## config.mk

```make
export PLATFORM = sky130hd
export DESIGN_NAME = nvs_ctrl
export DESIGN_NICKNAME = d
export VERILOG_FILES = /design/src/nvs_pkg.sv /design/src/nvs_ctrl.sv
export VERILOG_INCLUDE_DIRS = /design/src /design/src/src
export SDC_FILE = /design/constraint.sdc
export NUM_CORES = 1
export LEC_CHECK = 0
export ABC_AREA = 0
export BUFFER_PORTS_ARGS = -buffer_cell sky130_fd_sc_hd__buf_2
export CELL_PAD_IN_SITES_DETAIL_PLACEMENT = 0
export CELL_PAD_IN_SITES_GLOBAL_PLACEMENT = 1
export CORE_UTILIZATION = 42
export CTS_CLUSTER_SIZE = 30
export DETAILED_ROUTE_END_ITERATION = 12
export PLACE_DENSITY = 0.9
export SYNTH_ARGS = -nofsm -noshare
export SYNTH_HDL_FRONTEND = slang
export SYNTH_SLANG_ARGS = --single-unit
export TNS_END_PERCENT = 50
```

## constraint.sdc

```tcl
create_clock -name clk -period 2.99 [get_ports clk]
set_clock_uncertainty 0.05 [all_clocks]
set_input_delay 0.299 -clock clk [delete_from_list [all_inputs] [get_ports clk]]
set_output_delay 0.299 -clock clk [all_outputs]
set_load 0.005 [all_outputs]
```

## src/nearest_vertex_search_unit_assert.svh

```systemverilog
// ----------------------------------------------------------------------------
// nearest_vertex_search_unit assertion macros
// Shared concurrent assertion forms for the search unit modules.
// ----------------------------------------------------------------------------
`ifndef NEAREST_VERTEX_SEARCH_UNIT_ASSERT_SVH
`define NEAREST_VERTEX_SEARCH_UNIT_ASSERT_SVH

// same-cycle implication, checked out of reset
`define NVS_ASSERT_NOW(label, ante, cons) \
  label: assert property (@(posedge clk) disable iff (!rst_n) (ante) |-> (cons)) \
    else $error("nvs assertion failed");

// next-cycle implication, checked out of reset
`define NVS_ASSERT_NEXT(label, ante, cons) \
  label: assert property (@(posedge clk) disable iff (!rst_n) (ante) |=> (cons)) \
    else $error("nvs assertion failed");

`endif

```

## src/nvs_pkg.sv

```systemverilog
// ----------------------------------------------------------------------------
// nvs_pkg
// Widths, command codes and controller/datapath link types.
// ----------------------------------------------------------------------------
package nvs_pkg;

  localparam int MAX_VERTICES = 1024;
  localparam int IDX_W        = 10;
  localparam int CNT_W        = 11;
  localparam int COORD_W      = 20;
  localparam int DIFF_W       = COORD_W + 1;
  localparam int SQ_W         = 2 * COORD_W + 1;
  localparam int SUM_W        = SQ_W + 1;
  localparam int DIST_W       = SUM_W / 2;
  localparam int SQRT_CNT_W   = 5;

  typedef logic [IDX_W-1:0]          index_t;
  typedef logic [CNT_W-1:0]          count_t;
  typedef logic signed [COORD_W-1:0] coord_t;
  typedef logic signed [DIFF_W-1:0]  diff_t;
  typedef logic [SQ_W-1:0]           square_t;
  typedef logic [SUM_W-1:0]          sum_t;
  typedef logic [DIST_W-1:0]         dist_t;

  localparam logic CMD_LOAD  = 1'b0;
  localparam logic CMD_QUERY = 1'b1;

  localparam count_t MAX_COUNT = count_t'(MAX_VERTICES);

  typedef struct packed {
    logic   mem_wr;
    logic   rd_en;
    index_t rd_addr;
    logic   latch_query;
    logic   clear_best;
    logic   sqrt_start;
    logic   load_out;
  } ctrl_cmd_t;

  typedef struct packed {
    logic pipe_busy;
    logic sqrt_busy;
    logic out_full;
  } dp_status_t;

endpackage

```

## src/nvs_ctrl.sv

```systemverilog
// ----------------------------------------------------------------------------
// nvs_ctrl
// Sequencer: load write, table scan, pipeline drain, root, result handoff.
// ----------------------------------------------------------------------------
`include "nearest_vertex_search_unit_assert.svh"

module nvs_ctrl (
  input  logic                clk,
  input  logic                rst_n,
  input  logic                in_valid,
  input  logic                in_command,
  output logic                in_ready,
  input  logic                cfg_we,
  input  nvs_pkg::count_t     cfg_wdata,
  input  nvs_pkg::dp_status_t status,
  output nvs_pkg::ctrl_cmd_t  cmd
);
  import nvs_pkg::*;

  localparam logic [2:0] ST_IDLE  = 3'd0;
  localparam logic [2:0] ST_SCAN  = 3'd1;
  localparam logic [2:0] ST_DRAIN = 3'd2;
  localparam logic [2:0] ST_SQRT  = 3'd3;
  localparam logic [2:0] ST_FIN   = 3'd4;

  logic [2:0] state_r, state_nxt;
  count_t     vcount_r;
  count_t     n_r, n_nxt;
  index_t     cnt_r, cnt_nxt;
  count_t     clamped;
  logic       accept;

  assign clamped = (vcount_r > MAX_COUNT) ? MAX_COUNT : vcount_r;
  assign in_ready = (state_r == ST_IDLE);
  assign accept   = in_valid && in_ready;

  always_comb begin
    state_nxt       = state_r;
    n_nxt           = n_r;
    cnt_nxt         = cnt_r;
    cmd             = '0;
    cmd.rd_addr     = cnt_r;
    unique case (state_r)
      ST_IDLE: begin
        if (accept) begin
          if (in_command == CMD_LOAD) begin
            cmd.mem_wr = 1'b1;
          end else begin
            cmd.latch_query = 1'b1;
            cmd.clear_best  = 1'b1;
            n_nxt           = clamped;
            cnt_nxt         = '0;
            state_nxt       = (clamped == '0) ? ST_FIN : ST_SCAN;
          end
        end
      end
      ST_SCAN: begin
        cmd.rd_en = 1'b1;
        cnt_nxt   = cnt_r + 1'b1;
        if (count_t'(cnt_r) + 1'b1 == n_r) begin
          state_nxt = ST_DRAIN;
        end
      end
      ST_DRAIN: begin
        if (!status.pipe_busy) begin
          cmd.sqrt_start = 1'b1;
          state_nxt      = ST_SQRT;
        end
      end
      ST_SQRT: begin
        if (!status.sqrt_busy) begin
          state_nxt = ST_FIN;
        end
      end
      ST_FIN: begin
        // hold until the result register is free
        if (!status.out_full) begin
          cmd.load_out = 1'b1;
          state_nxt    = ST_IDLE;
        end
      end
      default: begin
        state_nxt = ST_IDLE;
      end
    endcase
  end

  always_ff @(posedge clk) begin
    if (!rst_n) begin
      state_r  <= ST_IDLE;
      vcount_r <= '0;
    end else begin
      state_r <= state_nxt;
      if (cfg_we) begin
        vcount_r <= cfg_wdata;
      end
    end
  end

  always_ff @(posedge clk) begin
    n_r   <= n_nxt;
    cnt_r <= cnt_nxt;
  end

  `NVS_ASSERT_NOW(a_scan_in_range, state_r == ST_SCAN, count_t'(cnt_r) < n_r)
  `NVS_ASSERT_NOW(a_root_after_drain, cmd.sqrt_start, !status.pipe_busy)
  `NVS_ASSERT_NOW(a_out_when_free, cmd.load_out, !status.out_full && state_r == ST_FIN)

endmodule

```

==> Word-level counts from Yosys, hierarchy flattened <==
Cells that the tools add are included.
{ "totals": {"regBits": 35, "inputBits": 19, "output_inout_bits": 17, "wordCells": 48} }
{ "classes": {"add_sub_neg": 2, "magnitude_cmp": 1, "eq_ne": 11, "mux": 23, "n_reduce_logical": 7} }
{ "ops": {"columns": ["cell", "count"], "rows": [
  ["$mux 3", 7],
  ["$mux 10", 2],
  ["$pmux 10 s2", 1],
  ["$pmux 3 s5", 1],
  ["$add 10x1->11 const B", 1],
  ["$eq 11x11->1", 1],
  ["$gt 11x11->1 const B", 1],
  ["$logic_not 11->1", 1],
  ["$mux 11", 1],
  ["$add 10x1->10 const B", 1],
  ["$ne 2x2->1 const B", 5],
  ["$mux 1", 8],
  ["$eq 3x2->1 const B", 2],
  ["$mux 2", 3],
  ["$reduce_and 3->1", 2],
  ["$reduce_and 6->1", 1],
  ["$eq 3x1->1 const B", 1],
  ["$eq 3x3->1 const B", 1],
  ["$logic_not 3->1", 1],
  ["$ne 2x1->1 const B", 1],
  ["$reduce_bool 2->1", 1],
  ["$logic_and 1x1->1", 1]
]} }

==> Depth between registers and ports, before layout <==
Gate-level depths: netlist of run 1.
{ "depth": {"word_depth": 7, "depth_mapped": 7, "depth_no_buf": 7} }

==> Worst setup path after synthesis of run 1 <==
Ideal clock, no wire load.
{ "synth_timing": {"path_type": "reg2reg", "start": "reg cnt_r[0]", "end": "reg state_r[0]", "setup_time_ps": 115, "arrival_time_ps": 2071, "required_time_ps": 2825, "path_slack_ps": 754, "stages_incl_launch_ff": 8, "path_buffers": 0, "synth_period_minus_slack_ps": 2236, "cell_sequence": "edfxtp_1 -> ha_1 -> nand4_1 -> nor3_1 -> xnor2_1 -> o211ai_1 -> or4_4 -> o21ba_1"} }
{ "synth_via": {"elab_chain_cells": 4} }
{ "synth_lines": {"columns": ["element", "line_no", "text"], "rows": [
  ["start: declaration", "nvs_ctrl.sv:29", "index_t cnt_r, cnt_nxt;"],
  ["start signal: assignment", "nvs_ctrl.sv:102", "cnt_r <= cnt_nxt;"],
  ["$add 10x1->11", "nvs_ctrl.sv:60", "if (count_t'(cnt_r) + 1'b1 == n_r) begin"],
  ["$eq 11x11->1", "nvs_ctrl.sv:60", null],
  ["$ne 2x2->1 (no line)", null, null],
  ["$reduce_and 6->1 (no line)", null, null],
  ["end signal: assignment", "nvs_ctrl.sv:93", "state_r <= state_nxt;"],
  ["end: declaration", "nvs_ctrl.sv:26", "logic [2:0] state_r, state_nxt;"]
]} }
No other way between the ends.
A chain may end at the register's enable or synchronous reset.

==> Worst setup path after layout of run 1 <==
Same ends and word-level chain as after synthesis.

==> results of run 1 <==
## worst min-delay path, delay by kind of cell
| family | cells | cell delay (ns) |
|---|---|---|
| and+or+nand+nor | 1 | 0.09 |
| buffers and inverters | 1 | 0.07 |
| muxes | 1 | 0.05 |
## cells in the final DEF (no fill, tap or decap), drive strengths merged
cell / count
and4: 1
or4: 2
o21ba: 1
and3: 1
edfxtp: 21
nor3: 7
nor4: 3
dfxtp: 14
nand2b: 2
nand2: 7
xor2: 5
buf: 37
or2: 1
xnor2: 11
a41oi: 1
a22o: 1
ha: 1
inv: 5
clkbuf: 7
or3: 1
mux2i: 11
nor2: 19
o221ai: 1
o311ai: 1
nor4b: 1
nor4bb: 1
o221a: 1
o21ai: 8
o211ai: 1
a21oi: 5
nor3b: 1
nor2b: 27
nand3: 5
nand4: 4
## registers in the layout (all words and copies together) (netlist names)
| name | count |
|---|---|
| state_r | 3 |
| n_r | 11 |
| cnt_r | 10 |
| vcount_r | 11 |
## final cells by class
| type | count | area share |
|---|---|---|
| clock buffer | 7 | 0.04545 |
| clock inverter | 1 | 0.002914 |
| inverter | 4 | 0.006993 |
| multi-input combinational | 131 | 0.4027 |
| sequential | 35 | 0.4242 |
| tap | 50 | 0.02914 |
| timing repair buffer | 37 | 0.08858 |
## kinds of logic after synthesis
kind of cell / after synthesis
flops: 35
compound gates: 20
fa+ha+maj: 1
mux: 11
xor+xnor: 16
simple gates: 83
buf+inv: 13
## per-layer routing
metal / track usage / part of all wire / vias up
li1: - / - / 701
met1: 0.2277 / 0.47 / 637
met2: 0.2917 / 0.47 / 39
met3: 0.07333 / 0.051 / 6
met4: 0.08333 / 0.016 / 0
met5: 0 / 0 / -
## power breakdown
part	total [µW]	internal, µW	switching (µW)	leakage (µW)
Clock	391	216	175	0.0000539
Sequential	626	566	59.3	0.000322
Combinational	225	109	116	0.000463
Total	1240	891	350	0.000839
## per-stage QoR
| step | utilization | total power (µW) | setup slack (ns) | instances |
|---|---|---|---|---|
| final | 0.5254 | 1242 | 0.5726 | 265 |
| after global routing | 0.5254 | 1321 | 0.4548 | 265 |
| after floorplan | - | 777.2 | 0.7540 | 179 |
| after global placement | 0.5000 | 855.6 | 0.6603 | 257 |
| after CTS | 0.5254 | 1260 | 0.5777 | 265 |
| after detailed placement | 0.5000 | 863.2 | 0.5969 | 257 |
## how the worst max path moves through the flow
stage	cells past startpoint	start	end	slack (ns)
6_report	7	cnt_r[0]	state_r[0]	0.57
5_1_grt	7	cnt_r[0]	state_r[0]	0.45
4_1_cts	7	cnt_r[0]	state_r[0]	0.58
3_5_place_dp	7	cnt_r[0]	state_r[0]	0.60
3_3_place_gp	7	cnt_r[0]	state_r[0]	0.66
2_1_floorplan	7	cnt_r[0]	state_r[0]	0.75
==> metrics, run 1 <==
Total Routing Usage GR 0.1875; worst hold margin 0.2114 ns; Design Area, Final 0.002147 mm²; Final HPWL DP 2675 µm; final hold vios 0; # port buffers 35; hold_buf cts 0; mean area per synthesized cell 10.22 µm²; slowest CP cell or4_4; status complete, no violations; WS Path Type register to register; Worst Hold Launch cfg_wdata[3]; Area contributors post-synth edfxtp_1 (34%), dfxtp_1 (15%), nor2b_1 (9.2%), mux2i_1 (6.0%), xnor2_1 (5.3%); DP Area 0.002043 mm²; Async S/R FF share, synth 0; antenna violations before repair 0; VDD IR max 0.2859 mV; compound-cell area share of the yosys netlist 0.07045; WHS Endpoint vcount_r[3]; initial core utilization 0.4476; Max-Cap Viols 0; TritonRoute pass-1 iters 4; largest family of logic cells by synthesized area simple AND/OR/NAND/NOR gates; Fillers 375; max-slew violation count 0; fin nets 234; WP buf/inv 0; DR vias/cell 5.219; Max-slew headroom 0.6965; Reg2Reg Depth 7; count of final setup violators 0; origin of the critical flop-to-flop path cnt_r[0]; Clock Tree Buf Depth 2; Crit path max-delay family simple AND/OR/NAND/NOR gates; RR Endpoint state_r[0]; Seq/Total Area, Yosys 0.4979; post-synthesis register bit count 35; area occupied by registers 910.9 µm²; hold crit path type input pin to register; Synth top cells by count nor2b_1 (27), edfxtp_1 (21), nor2_1 (17); Post-Synth Simple-Gate Area 0.2585; die area 0.004623 mm²; DRC viols 0; total clock buffers created by CTS 5; cell chosen for the clock root clkbuf_8; clk_lat worst skew 0.29 ns; Max Clk Rate 413.7 MHz; Congestion Overflow GR 0; clock sink count 35; xor/xnor share of the synthesized area 0.07661; Yosys cell types 40; CP peak stage delay 0.56 ns; clock transition at the registers of the reported paths 0.07 ns; post-synthesis mux area share 0.06019; RSZ-0062 raised after global routing no; Top Ports 36; Post-Synth Adder-Cell Area 0.006840; share of post-route cells with drive strength above 1 0.2326; global-route wire length before repair 6168 µm; crit end category register; cts repair resizes 0; multi-input combinational cell area 864.6 µm²; most frequent cell after synthesis nor2b_1; Setup Total Neg Slack 0 ns; core area 0.004086 mm²; share of the synthesized area in the top cell type 0.3447; Synth area leader edfxtp_1; vias in the first global route 1314; CTS tree built; DRT iter0 DRCs 77; top fanout value on the critical path 7; cell count after synthesis 179; Crit path arrival time 2.56 ns; WP data required 3.13 ns; Via Count 1383; height of the die 68.00 µm; Power Dens Cells 578.3 mW/mm²; antenna diode count 0; crit-path cells ha_1, nand4_1, nor3_1, xnor2_1, o211ai_1, or4_4, o21ba_1; Mapped Area 0.001829 mm²; post-CTS setup repair buffer count 0; Syn-to-layout area delta 17.37%; Ys Warns 0; CP Launch Type register; row count 23; Post-DRT Antenna Nets 0; R2R setup slack 0.57 ns; final wirelength 3616 µm; crit path time final 2.417 ns; Leakage Power 0.0008387 µW; die width 68.00 µm; gpl congestion 0.8189; syn_nets 199; Wirelength per Cell 13.65 µm; top_reg_cell synth edfxtp_1; final worst-path cycle share 0.8085; largest net degree at the start of global routing 15; Hold Path Stages 3; H-tree depth 2; slew at the pin with the worst max-slew slack 0.4546 ns; EDFF count, synth 21
No activity file was read; power rests on OpenSTA's default activity.
==> run 2: changes to the inputs <==
- clock period: 2.99 -> 2.4 ns (I/O delays scaled with it)
==> run 2 against run 1 <==
Net effect:
- flip-flop and latch count unchanged
- routed wire length down 3.9%
- final cell count up 1.1%
- die area unchanged
- register-to-register slack worse by 0.38 ns
- combinational power up 32%
- worst setup slack worse by 0.38 ns
- count of clock-buffer cells in the layout down 1
- power up 23%
- sequential power up 23%
- hold slack worse by 0.061 ns
- critical path depth unchanged
- largest cell class unchanged
==> metrics, run 2 (synthesis results as in run 1) <==
status complete, no violations (unchanged); initial core utilization 0.4476 (unchanged); VDD IR max 0.3789 mV (was 0.2859 mV); Max Clk Rate 453.0 MHz (was 413.7 MHz); WHS Endpoint vcount_r[5] (was vcount_r[3]); Final HPWL DP 2596 µm (was 2675 µm); Setup Total Neg Slack 0 ns (unchanged); top fanout value on the critical path 7 (unchanged); most frequent cells in the layout buf_2 (35), nor2b_1 (27), edfxtp_1 (21), nor2_1 (17), dfxtp_1 (14) (unchanged); largest net degree at the start of global routing 15 (unchanged); height of the die 68.00 µm (unchanged); DRC viols 0 (unchanged); total clock buffers created by CTS 5 (unchanged); TritonRoute pass-1 iters 4 (unchanged); Setup crit start cnt_r[0] (unchanged); Top Usage Layer GRT met2 (unchanged); WS Path Type register to register (unchanged); WP buf/inv 0 (unchanged); Hold Path Stages 3 (unchanged); post-CTS setup repair buffer count 0 (unchanged); CTS tree built (unchanged); RSZ-0062 raised after global routing no (unchanged); met2 Usage GRT 0.2672 (was 0.2917); DR vias/cell 5.108 (was 5.219); commonest non-fill, non-tap cell in the layout buf_2 (unchanged); Power Dens Cells 703.0 mW/mm² (was 578.3 mW/mm²); DP Area 0.002066 mm² (was 0.002043 mm²); antenna diode count 0 (unchanged); slew at the pin with the worst max-slew slack 0.4582 ns (was 0.4546 ns); DRT iter0 DRCs 85 (was 77); fin nets 237 (was 234); fin util 0.5309 (was 0.5254); global-route wire length before repair 5664 µm (was 6168 µm); max-slew violation count 0 (unchanged); Total Routing Usage GR 0.1712 (was 0.1875); Max-Cap Viols 0 (unchanged); clock sink count 35 (unchanged); final wirelength 3476 µm (was 3616 µm); WP data required 2.54 ns (was 3.13 ns); H-tree depth 2 (unchanged); share of post-route cells with drive strength above 1 0.2523 (was 0.2326); Leakage Power 0.0008469 µW (was 0.0008387 µW); Crit path max-delay family simple AND/OR/NAND/NOR gates (unchanged); met3 Use GR 0.04667 (was 0.07333); Reg2Reg Depth 7 (unchanged); clock transition at the registers of the reported paths 0.08 ns (was 0.07 ns); CP Launch Type register (unchanged); Via Count 1369 (was 1383); gpl congestion 0.8323 (was 0.8189); crit-path cells ha_1, nand4_1, nor3_2, xnor2_1, o211ai_1, or4_4, o21ba_1 (was ha_1, nand4_1, nor3_1, xnor2_1, o211ai_1, or4_4, o21ba_1); count of final setup violators 0 (unchanged); R2R setup slack 0.19 ns (was 0.57 ns); core area 0.004086 mm² (unchanged); Largest regs n_r (11), vcount_r (11), cnt_r (10) (unchanged); Post-DRT Antenna Nets 0 (unchanged); clk_lat worst skew 0.29 ns (about the same); Congestion Overflow GR 0 (unchanged); Top Ports 36 (unchanged); crit path time final 2.207 ns (was 2.417 ns); crit end category register (unchanged); vias in the first global route 1232 (was 1314); Clock Tree Buf Depth 2 (unchanged); hold crit path type input pin to register (unchanged); Fillers 384 (was 375); antenna violations before repair 0 (unchanged); # port buffers 35 (unchanged); met1 GRT Util 0.2096 (was 0.2277); final hold vios 0 (unchanged); hold_buf cts 0 (unchanged); Worst Hold Launch cfg_wdata[5] (was cfg_wdata[3]); slowest CP cell or4_4 (unchanged); multi-input combinational cell area 869.6 µm² (was 864.6 µm²); die area 0.004623 mm² (unchanged); area occupied by registers 910.9 µm² (unchanged); Crit path arrival time 2.35 ns (was 2.56 ns); final worst-path cycle share 0.9198 (was 0.8085); row count 23 (unchanged); Max-slew headroom 0.6941 (was 0.6965); origin of the critical flop-to-flop path cnt_r[0] (unchanged); Design Area, Final 0.002170 mm² (was 0.002147 mm²); die width 68.00 µm (unchanged); RR Endpoint state_r[0] (unchanged); CP peak stage delay 0.56 ns (about the same); Syn-to-layout area delta 18.60% (was 17.37%); Wirelength per Cell 12.97 µm (was 13.65 µm); cell chosen for the clock root clkbuf_8 (unchanged)
run 2: through the flow:
stage	hold slack (ns)	setup slack (ns)	std cells	total power, µW
floorplan	0.3182	0.1640	179	968.3
global placement	0.4425	0.2136	260	1082
detailed placement	0.4551	0.1499	260	1086
CTS	0.1468	0.1372	268	1545
global route	0.1573	0.007598	268	1612
finish	0.1502	0.1925	268	1525
run 2: what timing repair did:
action	CTS	global route
resized for setup	0	1
endpoints found under the hold margin	0	0
endpoints found under the setup margin	0	1
run 2: routing by layer:
metal / share of wire / vias to the layer above
met2: 0.46 / 35
li1: - / 709
met5: 0 / -
met4: 0.022 / 0
met1: 0.48 / 616
met3: 0.046 / 9
run 2: layout make-up:
cell class                 instances  area share
clock inverter                     2    0.007497
timing repair buffer              40     0.09804
inverter                           4    0.006920
tap                               50     0.02884
multi-input combinational        131      0.4008
clock buffer                       6     0.03806
sequential                        35      0.4198
run 2: report_power, final:
part | switching (µW) | internal [µW]
Sequential | 67.9 | 705
Clock | 222 | 234
Combinational | 149 | 147
run 2: worst max path at each step:
| stage | to | cells after the start |
|---|---|---|
| floorplan | state_r[0] | 7 |
| global placement | state_r[0] | 7 |
| detailed placement | state_r[0] | 7 |
| CTS | state_r[0] | 7 |
| global route | state_r[0] | 6 |
| finish | state_r[0] | 7 |
run 2: worst min-delay path, delay by kind of cell:
family / cells / cell delay, ns
mux: 1 / 0.05
buf+inv: 1 / 0.07
simple gates: 1 / 0.09
==> run 3: changes to the inputs <==
- CORE_UTILIZATION: 42 -> 38
- PLACE_DENSITY: 0.9 -> 0.86
- clock period: 2.4 -> 1.93 ns (I/O delays scaled with it)
==> run 3 against run 2 <==
Net effect:
- the flow now finishes with violations (design-rule violations, negative setup slack)
- global-route usage is 0.91 points lower
- combinational power is 51% higher
- utilization shrank 2.1 points
- critical path type unchanged
- critical endpoint unchanged
- highest routed layer unchanged
==> metrics, run 3 (synthesis results as in run 1) <==
Psw 568.0 µW (was 439.0 µW); Reg2Reg Depth 7 (unchanged); antenna violations before repair 0 (unchanged); Clock Tree Buf Depth 2 (unchanged); VDD IR max 0.4610 mV (was 0.3789 mV); initial core utilization 0.4061 (was 0.4476); die area 0.005095 mm² (was 0.004623 mm²); Post-DRT Antenna Nets 0 (unchanged); Syn-to-layout area delta 25.51% (was 18.60%); Crit path max-delay family simple AND/OR/NAND/NOR gates (unchanged); WS Path Type register to register (unchanged); antenna diode count 0 (unchanged); Logic pwr share 0.228 (was 0.194); clk_lat worst skew 0.29 ns (about the same); Final HPWL DP 2881 µm (was 2596 µm); Cells after DPL 276 (was 260); DRT iter0 DRCs 52 (was 85); final hold vios 0 (unchanged); H-tree depth 2 (unchanged); origin of the critical flop-to-flop path cnt_r[1] (was cnt_r[0]); hold crit path type input pin to register (unchanged); Clock Power Share 0.290 (was 0.299); setup ws final -0.1108 ns (was 0.1925 ns); CTS tree built (unchanged); P_int 1398 µW (was 1086 µW); core area 0.004504 mm² (was 0.004086 mm²); RSZ-0062 raised after global routing yes (was no); worst hold margin 0.1044 ns (was 0.1502 ns); # port buffers 35 (unchanged); CP Depth 7 (unchanged); count of final setup violators 2 (was 0); WP buf/inv 0 (unchanged); final cell count without fillers 284 (was 268); slew at the pin with the worst max-slew slack 0.3993 ns (was 0.4582 ns); commonest non-fill, non-tap cell in the layout buf_2 (unchanged); Largest regs n_r (11), vcount_r (11), cnt_r (10) (unchanged); Congestion Overflow GR 0 (unchanged); Total Routing Usage GR 0.1620 (was 0.1712); total clock buffers created by CTS 5 (unchanged); die width 71.38 µm (was 68.00 µm); crit path time final 2.041 ns (was 2.207 ns); height of the die 71.38 µm (was 68.00 µm); most frequent cells in the layout buf_2 (35), nor2b_1 (27), edfxtp_1 (21), buf_4 (19), nor2_1 (17) (was buf_2 (35), nor2b_1 (27), edfxtp_1 (21), nor2_1 (17), dfxtp_1 (14)); crit end category register (unchanged); slowest CP cell or4_4 (unchanged); clock sink count 35 (unchanged); Max-slew headroom 0.7334 (was 0.6941); global-route wire length before repair 6182 µm (was 5664 µm); Crit path arrival time 2.18 ns (was 2.35 ns); DR vias/cell 5.032 (was 5.108); Max Clk Rate 490.0 MHz (was 453.0 MHz); fin nets 251 (was 237); CP Launch Type register (unchanged); top fanout value on the critical path 6 (was 7); CP peak stage delay 0.53 ns (was 0.56 ns); share of post-route cells with drive strength above 1 0.3103 (was 0.2523); WP data required 2.07 ns (was 2.54 ns); CP Capture Point state_r[0] (unchanged); Tot Pwr 1966 µW (was 1525 µW); final worst-path cycle share 1.057 (was 0.9198); gpl congestion 0.8389 (was 0.8323); TritonRoute pass-1 iters 8 (was 4); row count 24 (was 23); failing checks design-rule violations, negative setup slack; Setup crit start cnt_r[1] (was cnt_r[0]); largest net degree at the start of global routing 15 (unchanged); Max-Cap Viols 0 (unchanged); cell chosen for the clock root clkbuf_8 (unchanged); sequential share of power 0.482 (was 0.507); clock transition at the registers of the reported paths 0.07 ns (was 0.08 ns); Top Ports 36 (unchanged); Sw Ratio 0.2889 (was 0.2878); DRC viols 1 (was 0); Power Dens Cells 856.4 mW/mm² (was 703.0 mW/mm²); status complete, but fails checks (was complete, no violations); vias in the first global route 1321 (was 1232); RR Endpoint state_r[0] (unchanged); Wirelength per Cell 13.14 µm (was 12.97 µm); Via Count 1429 (was 1369); post-CTS setup repair buffer count 0 (unchanged); Leakage Power 0.0009228 µW (was 0.0008469 µW); final wirelength 3731 µm (was 3476 µm); hold_buf cts 0 (unchanged); crit-path cells ha_4, nand4_1, nor3_2, xnor2_1, o211ai_1, or4_4, o21ba_1 (was ha_1, nand4_1, nor3_2, xnor2_1, o211ai_1, or4_4, o21ba_1); max-slew violation count 0 (unchanged); R2R setup slack -0.11 ns (was 0.19 ns)
-- run 3: cell types whose count changed in the layout (fill, tap and decap cells not counted), sizes merged --
cell / change
buf: +14
clkinvlp: -1
inv: +1
-- run 3: through the flow --
step / TNS (ns) / util / instance area [µm²] / setup WS, ns
2_1_floorplan: -0.1522 / - / 1852 / -0.1292
3_3_place_gp: -0.1624 / 0.4875 / 2196 / -0.1181
3_5_place_dp: -0.1735 / 0.4875 / 2196 / -0.1254
4_1_cts: -0.2210 / 0.5092 / 2293 / -0.1352
5_1_grt: -0.4454 / 0.5097 / 2296 / -0.2459
6_report: -0.1612 / 0.5097 / 2296 / -0.1108
-- run 3: layout make-up --
cell class / instances / area [µm²]
clock buffer: 6 / 82.58
clock inverter: 2 / 15.01
fill: 421 / 2208
inverter: 4 / 15.01
multi-input combinational: 131 / 889.6
sequential: 35 / 910.9
tap: 52 / 65.06
timing repair buffer: 54 / 317.8
-- run 3: worst min-delay path, cell delays in order --
cell	delay [ns]
buf_2	0.07
mux2i_1	0.05
nor2b_1	0.09
-- run 3: power groups by stage --
| stage | sequential, µW | clock [µW] | combinational, µW |
|---|---|---|---|
| after global placement | 961 | 0 | 447 |
| after detailed placement | 966 | 0 | 449 |
| after floorplan | 960 | 0 | 258 |
| after global routing | 960 | 621 | 496 |
| after CTS | 949 | 596 | 452 |
| final | 948 | 570 | 448 |
-- run 3: repair_timing --
item / in CTS / in global routing
setup endpoints to repair: 2 / 3
gates resized for setup: 0 / 1
endpoints found under the hold margin: 0 / 0
-- run 3: per-layer routing --
layer  track usage  vias to the layer above  wire (µm)  part of all wire
li1              -                      738          -                 -
met1        0.1955                      652       1704              0.46
met2        0.2688                       33       1803              0.48
met3       0.05063                        6        167             0.045
met4       0.06667                        0         56             0.015
met5             0                        -          0                 0
-- run 3: worst min path at each step --
stage	from	to	slack (ns)	cells after the start
2_1_floorplan	rst_n	state_r[2]	0.27	1
3_5_place_dp	cfg_wdata[8]	vcount_r[8]	0.41	3
5_1_grt	cfg_wdata[6]	vcount_r[6]	0.09	3
3_3_place_gp	cfg_wdata[5]	vcount_r[5]	0.40	3
6_report	cfg_wdata[8]	vcount_r[8]	0.10	3
4_1_cts	cfg_wdata[8]	vcount_r[8]	0.09	3
